**config.mk**
```make
export PLATFORM = sky130hd
export DESIGN_NAME = ordered_list_append_remove_unit
export DESIGN_NICKNAME = d
export VERILOG_FILES = /design/src/sv/olar_pkg.sv /design/src/sv/olar_ram.sv /design/src/sv/olar_dp.sv /design/src/sv/olar_ctrl.sv /design/src/sv/ordered_list_append_remove_unit.sv
export SDC_FILE = /design/constraint.sdc
export NUM_CORES = 2
export LEC_CHECK = 0
export BUFFER_PORTS_ARGS = -buffer_cell sky130_fd_sc_hd__buf_2
export CAP_MARGIN = 20
export CORE_ASPECT_RATIO = 0.75
export CORE_MARGIN = 2
export CORE_UTILIZATION = 39
export DETAILED_ROUTE_END_ITERATION = 7
export PLACE_DENSITY = 0.53
export SYNTH_ARGS = -nofsm -noshare
export SYNTH_HDL_FRONTEND = slang
export SYNTH_SLANG_ARGS = --single-unit
```
**constraint.sdc**
```tcl
create_clock -name i_clk -period 6.22 [get_ports i_clk]
set_input_delay 0 -clock i_clk [delete_from_list [all_inputs] [get_ports i_clk]]
set_output_delay 0 -clock i_clk [all_outputs]
set_load 0.02 [all_outputs]
```
**src/sv/olar_pkg.sv**
```systemverilog
// Shared types and constants for the ordered list append/remove unit.
// Used by olar_ctrl, olar_dp and the top level; no dependencies.
package olar_pkg;

    // Default list capacity
    localparam int OLAR_DEPTH = 32;

    // Field widths
    localparam int OP_W  = 2;
    localparam int VAL_W = 32;
    localparam int ST_W  = 2;

    // Operation codes
    localparam logic [OP_W-1:0] OP_APPEND = 2'd0;
    localparam logic [OP_W-1:0] OP_REMOVE = 2'd1;
    localparam logic [OP_W-1:0] OP_DUMP   = 2'd2;

    // Result status codes
    localparam logic [ST_W-1:0] ST_OK        = 2'd0;
    localparam logic [ST_W-1:0] ST_NOT_FOUND = 2'd1;
    localparam logic [ST_W-1:0] ST_FULL      = 2'd2;
    localparam logic [ST_W-1:0] ST_EMPTY     = 2'd3;

    // Controller states
    typedef enum logic [2:0] {
        S_IDLE,
        S_DECODE,
        S_RESP,
        S_SEARCH,
        S_SHIFT,
        S_DUMP
    } t_state;

    // RAM read address select
    typedef enum logic [1:0] {
        RD_ZERO,
        RD_IDX,
        RD_NEXT,
        RD_NEXT2
    } t_rd_sel;

    // RAM write select: tail with input value, or cursor with read data
    typedef enum logic {
        WR_TAIL,
        WR_IDX
    } t_wr_sel;

    // Controller to datapath commands
    typedef struct packed {
        logic            accept;
        logic            ram_we;
        t_wr_sel         wr_sel;
        t_rd_sel         rd_sel;
        logic            idx_inc;
        logic            cnt_inc;
        logic            cnt_dec;
        logic            out_load;
        logic [ST_W-1:0] out_status;
        logic            out_elem;
        logic            out_last;
    } t_dp_cmd;

    // Datapath to controller status
    typedef struct packed {
        logic [OP_W-1:0] op;
        logic            full;
        logic            empty;
        logic            match;
        logic            idx_last;
        logic            idx_last2;
        logic            out_free;
    } t_dp_stat;

endpackage

```
**src/sv/olar_ram.sv**
```systemverilog
// Generic single-write, single-read RAM with registered read data.
// No dependencies.
module olar_ram #(
    parameter int W     = 32,
    parameter int DEPTH = 32
) (
    input  logic                     i_clk,
    input  logic                     i_we,
    input  logic [$clog2(DEPTH)-1:0] i_waddr,
    input  logic [W-1:0]             i_wdata,
    input  logic [$clog2(DEPTH)-1:0] i_raddr,
    output logic [W-1:0]             o_rdata
);

    logic [W-1:0] r_mem [DEPTH];
    logic [W-1:0] r_rdata;

    // Write port and registered read port
    always_ff @(posedge i_clk) begin
        if (i_we) begin
            r_mem[i_waddr] <= i_wdata;
        end
        r_rdata <= r_mem[i_raddr];
    end

    assign o_rdata = r_rdata;

endmodule

```
**src/sv/olar_dp.sv**
```systemverilog
// Datapath: input latch, list storage, cursor, fill count and output register.
// Depends on olar_pkg and olar_ram.
module olar_dp
    import olar_pkg::*;
#(
    parameter int DEPTH = OLAR_DEPTH
) (
    input  logic              i_clk,
    input  logic              i_rst_n,
    input  logic [OP_W-1:0]   i_op,
    input  logic [VAL_W-1:0]  i_value,
    input  t_dp_cmd           i_cmd,
    output t_dp_stat          o_stat,
    input  logic              i_out_ready,
    output logic              o_out_valid,
    output logic [ST_W-1:0]   o_out_status,
    output logic [VAL_W-1:0]  o_out_element,
    output logic              o_out_last
);

    localparam int IW = $clog2(DEPTH);
    localparam int CW = $clog2(DEPTH + 1);
    localparam int NW = CW + 1;

    logic [OP_W-1:0]  r_op;
    logic [VAL_W-1:0] r_val;
    logic [IW-1:0]    r_idx;
    logic [CW-1:0]    r_cnt;
    logic             r_out_valid;
    logic [ST_W-1:0]  r_out_status;
    logic [VAL_W-1:0] r_out_element;
    logic             r_out_last;

    logic [NW-1:0]    idx_p1;
    logic [NW-1:0]    idx_p2;
    logic [NW-1:0]    cnt_ext;
    logic [NW-1:0]    rd_full;
    logic [IW-1:0]    rd_addr;
    logic [IW-1:0]    wr_addr;
    logic [VAL_W-1:0] wr_data;
    logic [VAL_W-1:0] rd_data;
    logic             out_free;

    assign idx_p1  = NW'(r_idx) + NW'(1);
    assign idx_p2  = NW'(r_idx) + NW'(2);
    assign cnt_ext = NW'(r_cnt);

    // Read address select, parked at zero past the end of the array
    always_comb begin
        case (i_cmd.rd_sel)
            RD_ZERO:  rd_full = '0;
            RD_IDX:   rd_full = NW'(r_idx);
            RD_NEXT:  rd_full = idx_p1;
            RD_NEXT2: rd_full = idx_p2;
            default:  rd_full = '0;
        endcase
        if (rd_full >= NW'(DEPTH)) begin
            rd_addr = '0;
        end else begin
            rd_addr = rd_full[IW-1:0];
        end
    end

    // Write select: append at tail, or shift an entry down one place
    always_comb begin
        if (i_cmd.wr_sel == WR_TAIL) begin
            wr_addr = r_cnt[IW-1:0];
            wr_data = r_val;
        end else begin
            wr_addr = r_idx;
            wr_data = rd_data;
        end
    end

    olar_ram #(
        .W     (VAL_W),
        .DEPTH (DEPTH)
    ) u_ram (
        .i_clk   (i_clk),
        .i_we    (i_cmd.ram_we),
        .i_waddr (wr_addr),
        .i_wdata (wr_data),
        .i_raddr (rd_addr),
        .o_rdata (rd_data)
    );

    // Input latch and cursor
    always_ff @(posedge i_clk) begin
        if (i_cmd.accept) begin
            r_op  <= i_op;
            r_val <= i_value;
            r_idx <= '0;
        end else if (i_cmd.idx_inc) begin
            r_idx <= r_idx + IW'(1);
        end
    end

    // Fill count
    always_ff @(posedge i_clk) begin
        if (!i_rst_n) begin
            r_cnt <= '0;
        end else if (i_cmd.cnt_inc) begin
            r_cnt <= r_cnt + CW'(1);
        end else if (i_cmd.cnt_dec) begin
            r_cnt <= r_cnt - CW'(1);
        end
    end

    assign out_free = !r_out_valid || i_out_ready;

    // Output register
    always_ff @(posedge i_clk) begin
        if (!i_rst_n) begin
            r_out_valid <= 1'b0;
        end else if (i_cmd.out_load) begin
            r_out_valid <= 1'b1;
        end else if (i_out_ready) begin
            r_out_valid <= 1'b0;
        end
    end

    always_ff @(posedge i_clk) begin
        if (i_cmd.out_load) begin
            r_out_status  <= i_cmd.out_status;
            r_out_element <= i_cmd.out_elem ? rd_data : '0;
            r_out_last    <= i_cmd.out_last;
        end
    end

    assign o_out_valid   = r_out_valid;
    assign o_out_status  = r_out_status;
    assign o_out_element = r_out_element;
    assign o_out_last    = r_out_last;

    // Status back to the controller
    assign o_stat.op        = r_op;
    assign o_stat.full      = (cnt_ext == NW'(DEPTH));
    assign o_stat.empty     = (r_cnt == '0);
    assign o_stat.match     = (rd_data == r_val);
    assign o_stat.idx_last  = (idx_p1 == cnt_ext);
    assign o_stat.idx_last2 = (idx_p2 == cnt_ext);
    assign o_stat.out_free  = out_free;

endmodule

```
**src/sv/olar_ctrl.sv**
```systemverilog
// Controller: sequences append, search-and-shift remove and dump.
// Depends on olar_pkg.
module olar_ctrl
    import olar_pkg::*;
(
    input  logic     i_clk,
    input  logic     i_rst_n,
    input  logic     i_in_valid,
    output logic     o_in_ready,
    input  t_dp_stat i_stat,
    output t_dp_cmd  o_cmd
);

    t_state          r_state;
    t_state          n_state;
    logic [ST_W-1:0] r_resp;
    logic [ST_W-1:0] n_resp;

    // State and pending status register
    always_ff @(posedge i_clk) begin
        if (!i_rst_n) begin
            r_state <= S_IDLE;
            r_resp  <= ST_OK;
        end else begin
            r_state <= n_state;
            r_resp  <= n_resp;
        end
    end

    // Next state and datapath commands
    always_comb begin
        n_state          = r_state;
        n_resp           = r_resp;
        o_in_ready       = 1'b0;
        o_cmd            = '0;
        o_cmd.wr_sel     = WR_TAIL;
        o_cmd.rd_sel     = RD_IDX;
        o_cmd.out_status = ST_OK;

        case (r_state)
            S_IDLE: begin
                o_in_ready   = 1'b1;
                o_cmd.accept = i_in_valid;
                if (i_in_valid) begin
                    n_state = S_DECODE;
                end
            end

            S_DECODE: begin
                case (i_stat.op)
                    OP_APPEND: begin
                        n_state = S_RESP;
                        if (i_stat.full) begin
                            n_resp = ST_FULL;
                        end else begin
                            o_cmd.ram_we  = 1'b1;
                            o_cmd.wr_sel  = WR_TAIL;
                            o_cmd.cnt_inc = 1'b1;
                            n_resp        = ST_OK;
                        end
                    end
                    OP_REMOVE: begin
                        if (i_stat.empty) begin
                            n_resp  = ST_EMPTY;
                            n_state = S_RESP;
                        end else begin
                            o_cmd.rd_sel = RD_ZERO;
                            n_state      = S_SEARCH;
                        end
                    end
                    OP_DUMP: begin
                        if (i_stat.empty) begin
                            n_resp  = ST_EMPTY;
                            n_state = S_RESP;
                        end else begin
                            o_cmd.rd_sel = RD_ZERO;
                            n_state      = S_DUMP;
                        end
                    end
                    default: begin
                        // unused opcode: dropped without a result
                        n_state = S_IDLE;
                    end
                endcase
            end

            S_RESP: begin
                if (i_stat.out_free) begin
                    o_cmd.out_load   = 1'b1;
                    o_cmd.out_status = r_resp;
                    o_cmd.out_last   = 1'b1;
                    n_state          = S_IDLE;
                end
            end

            // One entry compared per cycle, head first
            S_SEARCH: begin
                if (i_stat.match) begin
                    if (i_stat.idx_last) begin
                        o_cmd.cnt_dec = 1'b1;
                        n_resp        = ST_OK;
                        n_state       = S_RESP;
                    end else begin
                        o_cmd.rd_sel = RD_NEXT;
                        n_state      = S_SHIFT;
                    end
                end else if (i_stat.idx_last) begin
                    n_resp  = ST_NOT_FOUND;
                    n_state = S_RESP;
                end else begin
                    o_cmd.rd_sel  = RD_NEXT;
                    o_cmd.idx_inc = 1'b1;
                end
            end

            // Close the gap: entry idx+1 moves to idx, one per cycle
            S_SHIFT: begin
                o_cmd.ram_we  = 1'b1;
                o_cmd.wr_sel  = WR_IDX;
                o_cmd.idx_inc = 1'b1;
                if (i_stat.idx_last2) begin
                    o_cmd.cnt_dec = 1'b1;
                    n_resp        = ST_OK;
                    n_state       = S_RESP;
                end else begin
                    o_cmd.rd_sel = RD_NEXT2;
                end
            end

            // Stream entries; hold the read address while the output stalls
            S_DUMP: begin
                if (i_stat.out_free) begin
                    o_cmd.out_load   = 1'b1;
                    o_cmd.out_status = ST_OK;
                    o_cmd.out_elem   = 1'b1;
                    o_cmd.out_last   = i_stat.idx_last;
                    if (i_stat.idx_last) begin
                        o_cmd.rd_sel = RD_ZERO;
                        n_state      = S_IDLE;
                    end else begin
                        o_cmd.rd_sel  = RD_NEXT;
                        o_cmd.idx_inc = 1'b1;
                    end
                end else begin
                    o_cmd.rd_sel = RD_IDX;
                end
            end

            default: begin
                n_state = S_IDLE;
            end
        endcase
    end

endmodule

```
**src/sv/ordered_list_append_remove_unit.sv**
```systemverilog
// Ordered list unit: append at tail, remove first equal value, dump head to tail.
// Remove compares entries one at a time from the head, then shifts each later entry down
// one place; an absent value is compared against every entry before its result.
// Throughput: one item at a time; the next is taken the cycle after its last result
// loads (dump: one entry per cycle); output stalls hold it.
// Reset (synchronous, active low) empties the list; the RAM needs no clearing.
module ordered_list_append_remove_unit
    import olar_pkg::*;
#(
    parameter int DEPTH = OLAR_DEPTH
) (
    input  logic              i_clk,
    input  logic              i_rst_n,
    input  logic              s_axis_tvalid,
    output logic              s_axis_tready,
    input  logic [VAL_W-1:0]  s_axis_tdata,   // [31:0] value
    input  logic [OP_W-1:0]   s_axis_tuser,   // [1:0] opcode
    output logic              m_axis_tvalid,
    input  logic              m_axis_tready,
    output logic [VAL_W-1:0]  m_axis_tdata,   // [31:0] element
    output logic [ST_W-1:0]   m_axis_tuser,   // [1:0] status
    output logic              m_axis_tlast
);

    t_dp_cmd  cmd;
    t_dp_stat stat;

    olar_ctrl u_ctrl (
        .i_clk      (i_clk),
        .i_rst_n    (i_rst_n),
        .i_in_valid (s_axis_tvalid),
        .o_in_ready (s_axis_tready),
        .i_stat     (stat),
        .o_cmd      (cmd)
    );

    olar_dp #(
        .DEPTH (DEPTH)
    ) u_dp (
        .i_clk         (i_clk),
        .i_rst_n       (i_rst_n),
        .i_op          (s_axis_tuser),
        .i_value       (s_axis_tdata),
        .i_cmd         (cmd),
        .o_stat        (stat),
        .i_out_ready   (m_axis_tready),
        .o_out_valid   (m_axis_tvalid),
        .o_out_status  (m_axis_tuser),
        .o_out_element (m_axis_tdata),
        .o_out_last    (m_axis_tlast)
    );

    // A pending result is never overwritten
    a_no_overwrite: assert property (@(posedge i_clk) disable iff (!i_rst_n)
        cmd.out_load |-> stat.out_free)
        else $error("output register loaded while a result is pending");

    // No storage write while waiting for a new item
    a_idle_no_write: assert property (@(posedge i_clk) disable iff (!i_rst_n)
        s_axis_tready |-> !cmd.ram_we)
        else $error("RAM written while idle");

    // Count never grows past capacity
    a_no_overfill: assert property (@(posedge i_clk) disable iff (!i_rst_n)
        cmd.cnt_inc |-> !stat.full)
        else $error("append while full");

    // Output channel is empty right after reset
    a_reset_empty: assert property (@(posedge i_clk) disable iff (!i_rst_n)
        $past(!i_rst_n) |-> !m_axis_tvalid)
        else $error("result valid after reset");

endmodule
```
Yosys cells after proc, flatten, opt, wreduce, memory -nomap -nowiden
Memories as Yosys holds them, arrays and structs flattened. A register that Yosys moved wholly into a read port is not among the register bits.
Index checks and enable logic that the tools add are counted.
{"block": "word_totals", "regBits": 86, "ram_bits": 1024, "word_cells": 113, "memories": 1}
{"block": "op_classes", "add_sub_neg": 5, "magnitude_cmp": 1, "eq_ne": 23, "n_mux": 61, "reduce_logical": 12}
{"memory": "u_dp.u_ram.r_mem", "words": 32, "word_bits": 32, "read_ports": 1, "rd_ports_with_merged_regs": 1, "wr": 1, "line_no": "olar_ram.sv:15", "source": "logic [W-1:0] r_mem [DEPTH];"}
{"cell": "3-bit 2-to-1 mux", "n": 11}
{"cell": "32-bit equality test", "n": 1}
{"cell": "32-bit 2-to-1 mux", "n": 1}
{"cell": "2-bit 2-to-1 mux", "n": 14}
{"cell": "7-bit one-hot mux with 4 select lines", "n": 1}
{"cell": "1-bit 2-to-1 mux", "n": 19}
{"cell": "3-bit one-hot mux with 6 select lines", "n": 1}
{"cell": "5-bit 2-to-1 mux", "n": 3}
{"cell": "7-bit by 6-bit equality test with 1-bit output", "n": 2}
{"cell": "6-bit 2-to-1 mux", "n": 2}
{"cell": "3-bit one-hot mux with 3 select lines", "n": 1}
{"cell": "2-bit by 1-bit != test with 1-bit output (second input constant)", "n": 4}
{"cell": "2-bit one-hot mux with 2 select lines", "n": 2}
{"cell": "2-bit one-hot mux with 4 select lines", "n": 1}
{"cell": "7-bit by 6-bit >= comparator with 1-bit output (second input constant)", "n": 1}
{"cell": "5-bit by 1-bit adder with 6-bit output (second input constant)", "n": 1}
{"cell": "5-bit by 2-bit adder with 6-bit output (second input constant)", "n": 1}
{"cell": "6-bit by 1-bit adder with 6-bit output (second input constant)", "n": 1}
{"cell": "2-bit equality test (second input constant)", "n": 3}
{"cell": "3-bit by 2-bit equality test with 1-bit output (second input constant)", "n": 2}
{"cell": "3-bit equality test (second input constant)", "n": 2}
{"cell": "6-bit equality test (second input constant)", "n": 1}
{"cell": "6-bit zero test", "n": 1}
{"cell": "3-bit != test (second input constant)", "n": 2}
{"cell": "19 further kinds", "n": 24}

Longest topological paths before layout
{"block": "depth", "word_depth": 9, "mapped_depth": 16, "mapped_depth_nobuf": 13}

Modules after synthesis
From an unflattened synthesis, not the netlist that was laid out.
{"block": "unflattened", "hier_cells": 2686, "area_unflattened_um2": 45361.0}
{"module": "olar_ram", "n_inst": 1, "cells_each": 2260, "area_each_um2": 40492.6, "seq_area_each_um2": 31390.1}
{"module": "olar_dp", "n_inst": 1, "cells_each": 335, "area_each_um2": 4215.3, "seq_area_each_um2": 2312.2}
{"module": "olar_ctrl", "n_inst": 1, "cells_each": 91, "area_each_um2": 653.1, "seq_area_each_um2": 100.1}

Least setup slack after synthesis
OpenSTA, ideal clock, no wires.
{"block": "synth_timing", "path_kind": "reg-to-reg", "startpoint": "register u_dp.r_idx[1]", "endpoint": "register u_dp.u_ram.r_rdata[19], in the netlist u_dp.u_ram.o_rdata[19], read port of u_dp.u_ram.r_mem", "setup_ns": 0.129, "t_arrival_ns": 3.372, "setup_slack_ns": 2.718, "path_stages_with_launch": 15, "path_buffers": 4, "path_cell_list": "dfxtp_1 ha_1 buf_2 nand3_1 xnor2_1 a221oi_1 a21boi_1 o22ai_2 o21ai_2 buf_4 buf_2 buf_1 o21ai_0 o22ai_1 nand4_1"}
{"block": "synth_via", "elab_chain_len": 9}
{"item": "from (decl)", "line_no": "olar_dp.sv:27", "source": "logic [IW-1:0] r_idx;"}
{"item": "from (signal assigned)", "line_no": "olar_dp.sv:94", "source": "r_idx <= r_idx + IW'(1);"}
{"item": "5-bit by 1-bit adder with 6-bit output", "line_no": "olar_dp.sv:44", "source": "assign idx_p1 = NW'(r_idx) + NW'(1);"}
{"item": "7-bit by 6-bit equality test with 1-bit output", "line_no": "olar_dp.sv:140", "source": "assign o_stat.idx_last = (idx_p1 == cnt_ext);"}
{"item": "3-bit 2-to-1 mux (tied with other cells)", "line_no": "olar_ctrl.sv:107", "source": "end else if (i_stat.idx_last) begin"}
{"item": "2-bit 2-to-1 mux (on tied branches)", "line_no": "olar_ctrl.sv:98, olar_ctrl.sv:132"}
{"item": "2-bit one-hot mux with 4 select lines", "line_no": "olar_ctrl.sv:40", "source": "case (r_state)"}
{"item": "2-bit equality test (tied with other cells)", "line_no": "olar_dp.sv:50", "source": "case (i_cmd.rd_sel)"}
{"item": "7-bit one-hot mux with 4 select lines (*)", "line_no": "olar_dp.sv:50"}
{"item": "7-bit by 6-bit >= comparator with 1-bit output", "line_no": "olar_dp.sv:57", "source": "if (rd_full >= NW'(DEPTH)) begin"}
{"item": "5-bit 2-to-1 mux (*)", "line_no": "olar_dp.sv:57"}
{"item": "to (decl)", "line_no": "olar_ram.sv:16", "source": "logic [W-1:0] r_rdata;"}
Every way passes the cells marked *; elsewhere a longest branch is shown, timed or not. The select of a mux whose other input is x is not followed.
A chain may end at the register's enable or synchronous reset.

Worst setup path after layout
{"block": "layout_timing", "startpoint": "register u_dp.r_idx[0]", "endpoint": "register u_dp.u_ram.r_rdata[0], in the netlist u_dp.u_ram.o_rdata[0], read port of u_dp.u_ram.r_mem"}
Same word-level chain as after synthesis.

==> results.sh <==
export IMPL_fin_crit_ns=5.084
export IMPL_setup_ws_ns=1.136
export IMPL_drive_above_1_share_pct=14.57
export IMPL_clock_fmax_mhz=196.7
export IMPL_clk_pin_slew_worst_paths_ns=0.07
export IMPL_crit_type="register to register"
export IMPL_htree_levels=3
export IMPL_setup_violations=0
export IMPL_async_flop_share_pct=0
export IMPL_crit_path_end_kind="register"
export IMPL_grt_pass1_wl_um=200100
export IMPL_dieArea_mm2=0.1189
export IMPL_grt_ovfl_total=0
export IMPL_power_density_mw_per_mm2=345.5
export IMPL_arrival_ns=5.69
export IMPL_setup_tns_ns=0
export IMPL_firstDrtPassIters=6
export IMPL_finClkSkew_ns=0.03897
export IMPL_gp_congestion=0.8775
export IMPL_cp_max_fo=29
export IMPL_drv_slew=0
export IMPL_cp_start_kind="register"
export IMPL_vias=27995
export IMPL_final_antenna_net_count=0
export IMPL_insertion_delay_ns=0.74
export IMPL_placed_cell_area_mm2=0.04786
export IMPL_fillCellCount=10040
export IMPL_cts_resized=0
export IMPL_rsz0062_at_grt="false"
export IMPL_drv_cap=0
export IMPL_relSlewSlack_pct=16.45
export IMPL_period_share_pct=81.73
export IMPL_clockBufferDepth=3
export IMPL_nNetsFinal=3226
export IMPL_final_cell_mix="edfxtp_1, nand2_1, clkbuf_16"
export IMPL_drc=0
export IMPL_design_portCount=75
export IMPL_yosysWarningCount=0
export IMPL_via_per_inst=5.814
export IMPL_dp_hpwl_um=81850
export IMPL_cts_tree="built"
export IMPL_dp_slack_ns=1.329
export IMPL_core_area_mm2=0.1154
export IMPL_grt_pass1_vias=26743
export IMPL_grt_use_total_pct=23.64
export IMPL_synthCells=2997
export IMPL_synthesis_area_mm2=0.04530
export IMPL_hp_class="primary input to register"
export IMPL_synth_edff_count=1093
export IMPL_whs_ns=0.07208
export IMPL_final_hold_viol_count=0
export IMPL_cts_buffers=111
export IMPL_seq_area_frac_synth_pct=74.61
export IMPL_areaGrowthSynthToFinish_pct=15.91
export IMPL_routed_wl_um=142500
export IMPL_ys_ff_latch=1142
export IMPL_final_common_cell="edfxtp_1"
export IMPL_die_y_um=299.2
export IMPL_die_w_um=397.6
export IMPL_start_util_pct=39.26
export IMPL_post_drt_wl_per_cell_um=29.60
export IMPL_fin_area_mm2=0.05251
export IMPL_io_buffers=74
export IMPL_synth_nets=3046
export IMPL_peakVddDrop_uv=239.1
export IMPL_cts_num_sinks=1142
export IMPL_synth_cell_types=82
export IMPL_num_rows=108
export IMPL_critPathRequiredTime_ns=6.83
export IMPL_grt_max_degree=159
export IMPL_outcome="finished, final reports clean"
export IMPL_root_buffer="clkbuf_16"
export IMPL_antenna_found_initial=2
export IMPL_avgSynthCellArea_um2=15.12
export IMPL_p_leak_nw=17.09
export IMPL_tightest_slew_ns=1.253
export IMPL_synthFlopType="edfxtp_1"
export IMPL_first_iter_violations=4070
## state kept, by name, summed over array words and instances, names as in the netlist
name and flops:
u_dp.u_ram.r_mem 1024, u_dp.r_val 32, u_dp.r_cnt 6, u_dp.o_out_element 32, u_dp.r_idx 5, u_ctrl.r_resp 2, u_dp.o_out_status 2, u_dp.o_out_valid 1
u_dp.o_out_last 1, u_dp.u_ram.o_rdata 32, u_dp.r_op 2, u_ctrl.r_state 3
## per-stage QoR
step | cells | util (%) | total power [mW]
4_1_cts | 4806 | 45.33 | 18.15
3_5_place_dp | 4524 | 41.47 | 11.28
3_3_place_gp | 4522 | 41.45 | 11.24
6_report | 4815 | 45.50 | 18.14
2_1_floorplan | 2997 | - | 10.41
5_1_grt | 4814 | 45.50 | 18.69
## area by class of cell
class / count / area, µm² / area share (%)
Antenna cell: 1 / 2.502 / 0.004765
Clock buffer: 144 / 3032 / 5.773
Tap cell: 1540 / 1927 / 3.669
Inverter: 33 / 123.9 / 0.2359
Clock inverter: 66 / 703.2 / 1.339
Multi-Input combinational cell: 1653 / 10880 / 20.72
Timing Repair Buffer: 236 / 2041 / 3.886
Sequential cell: 1142 / 33800 / 64.37
## kinds of logic (layout without fill, tap and decap cells)
| group | count (synthesis) | in the layout | synth area share (%) |
|---|---|---|---|
| DFF | 1142 | 1142 | 74.61 |
| and+or+nand+nor | 944 | 944 | 9.155 |
| AOI/OAI and AO/OA | 465 | 465 | 7.352 |
| buffers and inverters | 202 | 479 | 2.146 |
| muxes | 180 | 180 | 5.372 |
| xor gates and xnor gates | 53 | 53 | 1.041 |
| adders and majority gates | 11 | 11 | 0.3204 |
| other | 0 | 1 | 0 |
## power by group
| part | switching (mW) | internal (mW) | total (mW) |
|---|---|---|---|
| Combinational | 1.45 | 0.682 | 2.13 |
| Clock | 3.00 | 3.91 | 6.92 |
| Sequential | 0.261 | 8.84 | 9.10 |
## critical path, stage by stage, from the launching register on
cell and delay (ns):
dfxtp_1 0.73, ha_1 0.41, inv_1 0.07, a211oi_1 0.28
o32ai_1 0.14, a21boi_1 0.77, a21oi_1 0.21, a2111oi_4 0.24
buf_4 0.53, nand2_1 0.67, o22ai_1 0.57, nor3_1 0.10
a32o_1 0.23
## routing by layer
metal | track usage, % | wire [µm] | up-vias
li1 | - | - | 11909
met1 | 35.93 | 63780 | 14432
met2 | 34.33 | 61360 | 1455
met3 | 5.175 | 14080 | 199
met4 | 5.997 | 3305 | 0
met5 | 0 | 0 | -
## Yosys cell counts, types with 47 or more instances
cell	count	share of area [%]
and3_1	52	0.72
nand3_1	95	1.0
nor2_1	74	0.61
mux2i_1	98	2.2
o211ai_1	52	0.86
buf_2	72	0.80
edfxtp_1	1093	72
o22ai_1	62	0.86
clkbuf_1	60	0.50
a31oi_1	69	0.95
dfxtp_1	49	2.2
mux4_2	47	2.3
and2_1	48	0.66
nand2_1	580	4.8
## path summary, 6_finish.rpt
check | slack (ns) | cells after the start | from | end
worst max-delay path | 1.14 | 12 | u_dp.r_idx[0] | u_dp.u_ram.o_rdata[0]
worst min-delay path | 0.07 | 2 | s_axis_tdata[29] | u_dp.r_val[29]
worst max register to register | 1.14 | 12 | u_dp.r_idx[0] | u_dp.u_ram.o_rdata[0]
worst min register to register | 0.47 | 2 | u_ctrl.r_resp[1] | u_ctrl.r_resp[1]
## timing repair
item | in CTS | in global routing
buffers inserted | 0 | 0
hold buffers | 72 | 0
hold endpoints to repair | 47 | 0
(Power assumes the default switching activity.)
